`config.mk`:
```
export PLATFORM = sky130hd
export DESIGN_NAME = utf8_to_utf16_transcoder
export DESIGN_NICKNAME = d
export VERILOG_FILES = /design/src/hw/rtl/u8u16_pkg.sv /design/src/hw/rtl/u8u16_front.sv /design/src/hw/rtl/u8u16_fifo.sv /design/src/hw/rtl/u8u16_back.sv /design/src/hw/rtl/utf8_to_utf16_transcoder.sv
export SDC_FILE = /design/constraint.sdc
export NUM_CORES = 1
export LEC_CHECK = 0
export BUFFER_PORTS_ARGS = -buffer_cell sky130_fd_sc_hd__buf_2
export CORE_ASPECT_RATIO = 2
export CORE_MARGIN = 2
export CORE_UTILIZATION = 38
export CTS_BUF_LIST = sky130_fd_sc_hd__clkbuf_8
export DETAILED_ROUTE_END_ITERATION = 10
export PLACE_DENSITY = 0.52
export SYNTH_ARGS = -nofsm -noshare
export SYNTH_HDL_FRONTEND = slang
export SYNTH_HIERARCHICAL = 1
export SYNTH_SLANG_ARGS = --single-unit
```
`constraint.sdc`:
```
create_clock -name aclk -period 7.7 [get_ports aclk]
set_clock_uncertainty 0.2 [all_clocks]
set_input_delay 1.54 -clock aclk [delete_from_list [all_inputs] [get_ports aclk]]
set_output_delay 1.54 -clock aclk [all_outputs]
set_load 0.03 [all_outputs]
```
`src/hw/rtl/u8u16_pkg.sv`:
```
// Shared types and constants for the UTF-8 to UTF-16 transcoder.
package u8u16_pkg;

    localparam int COUNT_WIDTH = 16;
    localparam int CAP_W       = 16;
    localparam int SUM_W       = ((COUNT_WIDTH > CAP_W) ? COUNT_WIDTH : CAP_W) + 2;
    localparam int FIFO_DEPTH  = 4;
    localparam int PTR_W       = $clog2(FIFO_DEPTH);
    localparam int FCNT_W      = $clog2(FIFO_DEPTH + 1);

    localparam logic [CAP_W-1:0] CAP_RESET       = 16'hFFFF;
    localparam logic [15:0]      REPLACEMENT     = 16'hFFFD;
    localparam logic [20:0]      CODE_MAX        = 21'h10FFFF;
    localparam logic [20:0]      BMP_MAX         = 21'h00FFFF;
    localparam logic [20:0]      SUPP_BASE       = 21'h010000;
    localparam logic [20:0]      SURR_LO         = 21'h00D800;
    localparam logic [20:0]      SURR_HI         = 21'h00DFFF;
    localparam logic [5:0]       HI_SURR_TAG     = 6'b110110;
    localparam logic [5:0]       LO_SURR_TAG     = 6'b110111;

    // Final action of one byte, after any replacement words for a broken sequence
    typedef enum logic [1:0] {
        KIND_NONE = 2'd0,
        KIND_CODE = 2'd1,
        KIND_END  = 2'd2
    } kind_t;

    typedef struct packed {
        logic [1:0]  nrep;   // replacement words owed for a broken sequence
        kind_t       kind;
        logic        pair;   // code point needs a surrogate pair
        logic [15:0] w0;     // single word, or high surrogate
        logic [15:0] w1;     // low surrogate
    } entry_t;

endpackage

```
`src/hw/rtl/u8u16_front.sv`:
```
// Front end: byte decoder that turns UTF-8 bytes into word actions.
module u8u16_front
    import u8u16_pkg::*;
(
    input  logic        aclk,
    input  logic        aresetn,
    input  logic        in_accept,
    input  logic [7:0]  in_byte,
    output logic        push,
    output entry_t      entry
);

    logic [20:0] acc_reg, acc_next;
    logic [2:0]  len_reg, len_next;
    logic [1:0]  taken_reg, taken_next;

    logic [20:0] acc_shift;
    logic [1:0]  taken_inc;
    logic [20:0] checked;
    logic [20:0] cp;
    logic [20:0] supp;
    logic [1:0]  nrep;
    kind_t       kind;
    logic        fresh;
    logic        is_cont;
    logic        pair;

    assign acc_shift = {acc_reg[14:0], in_byte[5:0]};
    assign taken_inc = taken_reg + 2'd1;
    assign is_cont   = (in_byte[7:6] == 2'b10);

    // Reject overlong forms, surrogates and values beyond the code space
    always_comb begin
        checked = acc_shift;
        if ((len_reg == 3'd2 && acc_shift <= 21'h7F) ||
            (len_reg == 3'd3 && acc_shift <= 21'h7FF) ||
            (len_reg == 3'd4 && acc_shift <= BMP_MAX) ||
            (acc_shift >= SURR_LO && acc_shift <= SURR_HI) ||
            (acc_shift > CODE_MAX)) begin
            checked = {5'd0, REPLACEMENT};
        end
    end

    always_comb begin
        acc_next   = acc_reg;
        len_next   = len_reg;
        taken_next = taken_reg;
        kind       = KIND_NONE;
        cp         = '0;
        nrep       = 2'd0;
        fresh      = 1'b1;
        if (len_reg != 3'd0) begin
            if (is_cont) begin
                fresh      = 1'b0;
                acc_next   = acc_shift;
                taken_next = taken_inc;
                if ({1'b0, taken_inc} >= len_reg || taken_inc == 2'd0) begin
                    kind       = KIND_CODE;
                    cp         = checked;
                    acc_next   = '0;
                    len_next   = 3'd0;
                    taken_next = 2'd0;
                end
            end else begin
                // broken sequence: owe one replacement per byte taken
                nrep       = taken_reg;
                acc_next   = '0;
                len_next   = 3'd0;
                taken_next = 2'd0;
            end
        end
        if (fresh) begin
            priority if (in_byte == 8'h00) begin
                kind = KIND_END;
            end else if (in_byte[7] == 1'b0) begin
                kind = KIND_CODE;
                cp   = {13'd0, in_byte};
            end else if (is_cont) begin
                kind = KIND_CODE;
                cp   = {5'd0, REPLACEMENT};
            end else if (in_byte[7:5] == 3'b110) begin
                acc_next   = {16'd0, in_byte[4:0]};
                len_next   = 3'd2;
                taken_next = 2'd1;
            end else if (in_byte[7:4] == 4'b1110) begin
                acc_next   = {17'd0, in_byte[3:0]};
                len_next   = 3'd3;
                taken_next = 2'd1;
            end else if (in_byte[7:3] == 5'b11110) begin
                acc_next   = {18'd0, in_byte[2:0]};
                len_next   = 3'd4;
                taken_next = 2'd1;
            end else begin
                kind = KIND_CODE;
                cp   = {5'd0, REPLACEMENT};
            end
        end
    end

    assign pair = (cp > BMP_MAX);
    assign supp = cp - SUPP_BASE;

    always_comb begin
        entry.nrep = nrep;
        entry.kind = kind;
        entry.pair = pair;
        entry.w0   = pair ? {HI_SURR_TAG, supp[19:10]} : cp[15:0];
        entry.w1   = {LO_SURR_TAG, supp[9:0]};
    end

    assign push = in_accept && ((nrep != 2'd0) || (kind != KIND_NONE));

    always_ff @(posedge aclk) begin
        if (!aresetn) begin
            acc_reg   <= '0;
            len_reg   <= '0;
            taken_reg <= '0;
        end else if (in_accept) begin
            acc_reg   <= acc_next;
            len_reg   <= len_next;
            taken_reg <= taken_next;
        end
    end

endmodule

```
`src/hw/rtl/u8u16_fifo.sv`:
```
// Short action queue between the decoder and the word emitter.
module u8u16_fifo
    import u8u16_pkg::*;
(
    input  logic   aclk,
    input  logic   aresetn,
    input  logic   push,
    input  entry_t push_entry,
    output logic   not_full,
    input  logic   pop,
    output logic   head_valid,
    output entry_t head
);

    entry_t            mem_reg [FIFO_DEPTH];
    logic [PTR_W-1:0]  wr_ptr_reg, wr_ptr_next;
    logic [PTR_W-1:0]  rd_ptr_reg, rd_ptr_next;
    logic [FCNT_W-1:0] count_reg, count_next;
    logic              do_push, do_pop;

    assign not_full   = (count_reg != FCNT_W'(FIFO_DEPTH));
    assign head_valid = (count_reg != '0);
    assign head       = mem_reg[rd_ptr_reg];
    assign do_push    = push && not_full;
    assign do_pop     = pop && head_valid;

    always_comb begin
        wr_ptr_next = do_push ? wr_ptr_reg + 1'b1 : wr_ptr_reg;
        rd_ptr_next = do_pop  ? rd_ptr_reg + 1'b1 : rd_ptr_reg;
        count_next  = count_reg + FCNT_W'(do_push) - FCNT_W'(do_pop);
    end

    always_ff @(posedge aclk) begin
        if (do_push) begin
            mem_reg[wr_ptr_reg] <= push_entry;
        end
    end

    always_ff @(posedge aclk) begin
        if (!aresetn) begin
            wr_ptr_reg <= '0;
            rd_ptr_reg <= '0;
            count_reg  <= '0;
        end else begin
            wr_ptr_reg <= wr_ptr_next;
            rd_ptr_reg <= rd_ptr_next;
            count_reg  <= count_next;
        end
    end

    a_count_bound: assert property (@(posedge aclk) disable iff (!aresetn)
        count_reg <= FCNT_W'(FIFO_DEPTH))
        else $error("queue fill count beyond depth");

    a_empty_ptrs: assert property (@(posedge aclk) disable iff (!aresetn)
        (count_reg == '0) |-> (wr_ptr_reg == rd_ptr_reg))
        else $error("empty queue with unequal pointers");

    a_no_overflow: assert property (@(posedge aclk) disable iff (!aresetn)
        push |-> not_full)
        else $error("push into a full queue");

endmodule

```
`src/hw/rtl/u8u16_back.sv`:
```
// Back end: word emitter with room check, word count and output register.
module u8u16_back
    import u8u16_pkg::*;
(
    input  logic             aclk,
    input  logic             aresetn,
    input  logic [CAP_W-1:0] capacity,
    input  logic             head_valid,
    input  entry_t           head,
    output logic             pop,
    output logic             m_tvalid,
    input  logic             m_tready,
    output logic [31:0]      m_tdata,
    output logic             m_tlast,
    output logic             m_tuser
);

    logic [COUNT_WIDTH-1:0] count_reg, count_next;
    logic                   drop_reg, drop_next;
    logic [1:0]             rep_reg, rep_next;
    logic                   lo_reg, lo_next;
    logic                   out_valid_reg;
    logic [15:0]            word_reg, word_next;
    logic [15:0]            written_reg, written_next;
    logic                   term_reg, term_next;
    logic                   trunc_reg, trunc_next;

    logic                   slot_free, go, emit;
    logic                   is_rep, unit_active;
    logic [15:0]            unit_word;
    logic                   unit_pair;
    logic [COUNT_WIDTH-1:0] count_inc;
    logic                   room_fail;

    assign slot_free = !out_valid_reg || m_tready;
    assign go        = head_valid && slot_free;
    assign count_inc = count_reg + 1'b1;
    assign is_rep    = !lo_reg && (rep_reg != head.nrep);
    assign unit_active = is_rep || (!lo_reg && head.kind == KIND_CODE);
    assign unit_word = is_rep ? REPLACEMENT : head.w0;
    assign unit_pair = is_rep ? 1'b0 : head.pair;
    assign room_fail = (SUM_W'(count_reg) + SUM_W'(unit_pair) + SUM_W'(2'd2))
                       > SUM_W'(capacity);

    always_comb begin
        count_next   = count_reg;
        drop_next    = drop_reg;
        rep_next     = rep_reg;
        lo_next      = lo_reg;
        pop          = 1'b0;
        emit         = 1'b0;
        word_next    = '0;
        written_next = 16'(count_reg);
        term_next    = 1'b0;
        trunc_next   = 1'b0;
        if (go) begin
            // at most one code point per cycle through the room check, while the output slot is free
            if (unit_active && !drop_reg) begin
                if (room_fail) begin
                    emit       = (capacity != '0);
                    term_next  = 1'b1;
                    trunc_next = 1'b1;
                    drop_next  = 1'b1;
                end else begin
                    emit         = 1'b1;
                    word_next    = unit_word;
                    count_next   = count_inc;
                    written_next = 16'(count_inc);
                    lo_next      = unit_pair;
                end
            end
            priority if (lo_reg) begin
                emit         = 1'b1;
                word_next    = head.w1;
                count_next   = count_inc;
                written_next = 16'(count_inc);
                lo_next      = 1'b0;
                pop          = 1'b1;
                rep_next     = 2'd0;
            end else if (is_rep) begin
                rep_next = rep_reg + 2'd1;
                if ((rep_reg + 2'd1) == head.nrep && head.kind == KIND_NONE) begin
                    pop      = 1'b1;
                    rep_next = 2'd0;
                end
            end else begin
                unique case (head.kind)
                    KIND_CODE: begin
                        pop = !lo_next;
                    end
                    KIND_END: begin
                        emit       = !drop_reg && (capacity != '0);
                        term_next  = 1'b1;
                        count_next = '0;
                        drop_next  = 1'b0;
                        pop        = 1'b1;
                    end
                    default: begin
                        pop = 1'b1;
                    end
                endcase
                if (pop) begin
                    rep_next = 2'd0;
                end
            end
        end
    end

    always_ff @(posedge aclk) begin
        if (!aresetn) begin
            count_reg     <= '0;
            drop_reg      <= 1'b0;
            rep_reg       <= '0;
            lo_reg        <= 1'b0;
            out_valid_reg <= 1'b0;
        end else begin
            count_reg <= count_next;
            drop_reg  <= drop_next;
            rep_reg   <= rep_next;
            lo_reg    <= lo_next;
            if (slot_free) begin
                out_valid_reg <= go && emit;
            end
        end
    end

    always_ff @(posedge aclk) begin
        if (go && emit) begin
            word_reg    <= word_next;
            written_reg <= written_next;
            term_reg    <= term_next;
            trunc_reg   <= trunc_next;
        end
    end

    assign m_tvalid = out_valid_reg;
    assign m_tdata  = {written_reg, word_reg};
    assign m_tlast  = term_reg;
    assign m_tuser  = trunc_reg;

    a_lo_has_head: assert property (@(posedge aclk) disable iff (!aresetn)
        lo_reg |-> head_valid)
        else $error("low surrogate pending without its queue entry");

    a_rep_bound: assert property (@(posedge aclk) disable iff (!aresetn)
        (head_valid && !lo_reg) |-> (rep_reg <= head.nrep))
        else $error("replacement count beyond owed number");

    a_trunc_on_term: assert property (@(posedge aclk) disable iff (!aresetn)
        (m_tvalid && m_tuser) |-> (m_tlast && word_reg == 16'h0000))
        else $error("truncation flag on a non-terminator word");

    a_drop_silent: assert property (@(posedge aclk) disable iff (!aresetn)
        (drop_reg && go && !lo_reg && head.kind != KIND_END) |=> !drop_reg || !$rose(m_tvalid))
        else $error("word emitted while dropping");

endmodule

```
`src/hw/rtl/utf8_to_utf16_transcoder.sv`:
```
// Top level of the streaming UTF-8 to UTF-16 transcoder.
//
// Input: one UTF-8 byte per s_ transaction; a zero byte ends the string.
// Output: one UTF-16 word per m_ transaction. m_tdata carries the word in
// [15:0] and the running count of non-terminator words in [31:16]; m_tlast
// marks the terminating zero word and m_tuser flags a terminator written
// because the destination capacity ran out.
// Configuration: cfg_wr_en writes cfg_wr_data as the capacity in words,
// terminator included; write it only while the block is idle.
// Path: with the queue empty and the output register free, the byte that
// completes a word goes into the action queue, then the output register.
// Throughput: one byte per cycle while each byte gives at most one word and
// m_tready is high. The emitter issues one word per cycle while m_tready
// allows; a byte that gives more words (surrogate pair, replacements for a
// broken sequence) holds it longer; a four-entry action queue absorbs this.
// Reset: clears the decoder, queue, word count and drop flag; capacity
// returns to 65535. No clearing pass is needed.
// Stall: the output register holds a word until m_tready; meanwhile bytes
// are still taken until the queue fills, then s_tready falls.
module utf8_to_utf16_transcoder
    import u8u16_pkg::*;
(
    input  logic             aclk,
    input  logic             aresetn,
    input  logic             cfg_wr_en,
    input  logic [CAP_W-1:0] cfg_wr_data,    // capacity_words
    input  logic             s_tvalid,
    output logic             s_tready,
    input  logic [7:0]       s_tdata,        // [7:0] text_byte
    output logic             m_tvalid,
    input  logic             m_tready,
    output logic [31:0]      m_tdata,        // [15:0] utf16_word, [31:16] word_total
    output logic             m_tlast,        // is_terminator
    output logic             m_tuser         // [0] truncated
);

    logic [CAP_W-1:0] capacity_reg;
    logic             in_accept;
    logic             push;
    entry_t           push_entry;
    logic             not_full;
    logic             head_valid;
    entry_t           head;
    logic             pop;

    // Hold the capacity until the next configuration write
    always_ff @(posedge aclk) begin
        if (!aresetn) begin
            capacity_reg <= CAP_RESET;
        end else if (cfg_wr_en) begin
            capacity_reg <= cfg_wr_data;
        end
    end

    // Take a byte whenever the queue has room for its action
    assign s_tready  = not_full;
    assign in_accept = s_tvalid && not_full;

    u8u16_front u_front (
        .aclk      (aclk),
        .aresetn   (aresetn),
        .in_accept (in_accept),
        .in_byte   (s_tdata),
        .push      (push),
        .entry     (push_entry)
    );

    u8u16_fifo u_fifo (
        .aclk       (aclk),
        .aresetn    (aresetn),
        .push       (push),
        .push_entry (push_entry),
        .not_full   (not_full),
        .pop        (pop),
        .head_valid (head_valid),
        .head       (head)
    );

    u8u16_back u_back (
        .aclk       (aclk),
        .aresetn    (aresetn),
        .capacity   (capacity_reg),
        .head_valid (head_valid),
        .head       (head),
        .pop        (pop),
        .m_tvalid   (m_tvalid),
        .m_tready   (m_tready),
        .m_tdata    (m_tdata),
        .m_tlast    (m_tlast),
        .m_tuser    (m_tuser)
    );

endmodule

```
==> flow_metrics.tcl <==
set metrics [dict create \
    powerDensity_mw_per_mm2 298 \
    fin_setup_tns_ns 0 \
    synth_seq_area_share_pct 54.4 \
    clkTransAtPathRegs_ns 0.06 \
    ios 65 \
    cp.depth 26 \
    row_count 93 \
    synth_compound_area_share_pct 11.4 \
    ys.flop_type "edfxtp_1" \
    syn2layout_area_growth_pct 11.5 \
    gp_congestion 0.950 \
    synth_top_family_by_area "simple AND/OR/NAND/NOR gates" \
    first_pass_iters 7 \
    fmax_mhz 156 \
    maxCapViolCount 0 \
    multi_input_area_mm2 0.00510 \
    yosys.area_share.xor_xnor_pct 2.67 \
    cp_common_cell "ha_1" \
    grt_pass1_vias 8744 \
    drtIter0Drc 520 \
    path_buf_inv 3 \
    status "finished clean" \
    cpPeakStageDelay_ns 0.64 \
    synth_simple_gate_area_share_pct 12.9 \
    cts_max_path_buffers 3 \
    crit_type "register to register" \
    leakagePower_nw 4.97 \
    grt_use_total_pct 19.6 \
    route.detailed.drc 0 \
    seq_area_mm2 0.00679 \
    fp.coreArea_mm2 0.0322 \
    endpoint_kind "register" \
    hold_depth 2 \
    slew_viol_final 0 \
    yosys_warnings 6 \
    synthesis.area_mm2 0.0125 \
    avgViaCountPerCell 5.52 \
    ys_ff_latch 248 \
    cp-start-kind "register" \
    grt_max_degree 85 \
    ir_worst_vdd_mv 0.136 \
    dr_total_vias 8426 \
    ant_nets 0 \
    async_flop_share_pct 0 \
    cts_hold_repair.buffers 0 \
    fin_util_pct 43.1 \
    muxShareOfSynthArea_pct 10.3 \
    worst_slew_pin_slew_ns 1.07 \
    cts_setup_buffers 0 \
    initial_core_util_pct 38.7 \
    wl_per_cell_um 21.9 \
    period_minus_slack_ns 6.42 \
    routed_wl_um 33400 \
    path_delay_family "simple AND/OR/NAND/NOR gates" \
    finalSetupViolCount 0 \
    insertion_delay_ns 0.57 \
    fillers 3050 \
    worstHoldPathType "register to register" \
    drive_gt1_share_pct 19.6 \
    max-slew-margin-rel_pct 28.4 \
    die-area_mm2 0.0344 \
    r2r_cells 26 \
    fin_nets 1127 \
    dpl-instance-area_mm2 0.0131 \
    numCtsBuffers 39 \
    antenna_found_initial 1 \
    portBuffers 64 \
    crit_fanout 7 \
    reg2reg_slack_ns 1.28 \
    cts_htree_levels 2 \
    min_period_over_period_pct 83.4 \
    synth_edf_count 182 \
    hpwl_um 23600 \
    die_x_um 132 \
    grt_pass1_wl_um 50900 \
    cts_tree "done" \
    rsz0062_at_grt "false" \
    min_from "u_fifo/wr_ptr_reg[1]" \
    syn_area_per_cell_um2 12.3 \
    critPathRequiredTime_ns 7.96 \
    yosysUniqueCellTypes 87 \
    cts.sinks 248 \
    cp_slowest_cell "mux4_1" \
    clockRootBuffer "clkbuf_8" \
    grt.overflow.total 0 \
    yosys.area_share.adder_pct 3.17 \
    power.total_mw 4.14 \
    finalInstanceArea_mm2 0.0139 \
    final_hold_viol_count 0 \
    dieHeight_um 260 \
    synth_cells 1012 \
    arrival_ns 6.69 \
    postCtsResizedCells 0 \
    largest_reg_flops 148 \
]
[tightest hold or removal path, cell delays in order (launching register included)]
cell,delay [ns]
dfxtp_1,0.33
nand2_1,0.06
mux2i_1,0.05
[stage by stage]
| step | hold slack, ns | worst slack [ns] | instances |
|---|---|---|---|
| 4_1_cts | 0.308 | 1.32 | 1525 |
| 3_5_place_dp | 0.291 | 1.36 | 1453 |
| 3_3_place_gp | 0.283 | 1.45 | 1453 |
| 2_1_floorplan | 0.264 | 0.925 | 1016 |
| 5_1_grt | 0.326 | 0.770 | 1526 |
| 6_report | 0.301 | 1.28 | 1527 |
[cell families (layout without fill, tap and decap cells)]
logic type	Yosys count	after routing
muxes	78	78
DFF	248	248
adders and majority gates	31	31
and+or+nand+nor	301	301
buffers and inverters	123	205
AOI/OAI and AO/OA	191	191
xor gates and xnor gates	38	38
other	2	8
[layout make-up]
type	count	share of cell area (%)
antenna	2	0.0360
clock buffer	44	4.35
clock inverter	28	1.62
inverter	50	1.35
multi-input combinational	645	36.7
sequential	248	48.8
tap	427	3.84
timing repair buffer	83	3.33
[synthesized netlist by cell type (all sizes together) (4+ instances only)]
cell / n / area [um^2]
a21boi: 5 / 45.0
clkbuf: 36 / 139
o21a: 5 / 37.5
a32oi: 7 / 91.3
o211ai: 17 / 128
a22oi: 19 / 184
mux4: 37 / 860
nor4: 16 / 106
or4: 5 / 41.3
dfxtp: 66 / 1320
buf: 37 / 298
xor2: 4 / 35.0
nand3: 41 / 205
nor2: 44 / 165
o21ai: 60 / 308
o311ai: 12 / 105
a21oi: 25 / 129
nor3: 23 / 115
nand2: 72 / 278
mux2: 7 / 90.1
mux2i: 34 / 340
or3: 5 / 31.3
a211oi: 6 / 50.1
xnor2: 34 / 298
ha: 30 / 375
o31a: 4 / 35.0
edfxtp: 182 / 5470
nor2b: 27 / 169
nand2b: 9 / 56.3
and3: 13 / 101
inv: 50 / 188
nand4: 17 / 119
and2: 14 / 87.6
[layer usage]
metal / part of all wire, % / wire length, um / global-route usage [%] / vias up
li1: - / - / - / 3947
met1: 33 / 11000 / 18.3 / 4131
met2: 58 / 19200 / 38.9 / 247
met3: 3.6 / 1190 / 2.85 / 101
met4: 6.0 / 1990 / 12.2 / 0
met5: 0 / 0 / 0 / -
[layout by cell type, fill, tap and decap left out, types with 30 or more instances in the layout]
cell and count:
nand3_1 41, inv_1 62, clkbuf_8 44, xnor2_1 34
nor2_1 44, ha_1 30, mux2i_1 34, buf_2 64
edfxtp_1 182, nand2_1 71, o21ai_0 53, dfxtp_1 65
mux4_2 30
[power breakdown]
| part | switching [mW] | internal (mW) |
|---|---|---|
| sequential | 0.0780 | 1.69 |
| clock | 0.531 | 0.661 |
| combinational | 0.819 | 0.356 |
| total | 1.43 | 2.71 |
[final timing paths]
path	end
worst min register to register	u_fifo/wr_ptr_reg[1]
worst max-delay path	u_fifo/count_reg[2]
worst max register to register	u_fifo/count_reg[2]
worst min-delay path	u_fifo/wr_ptr_reg[1]
Note: power is estimated with default switching activity, not from simulation.
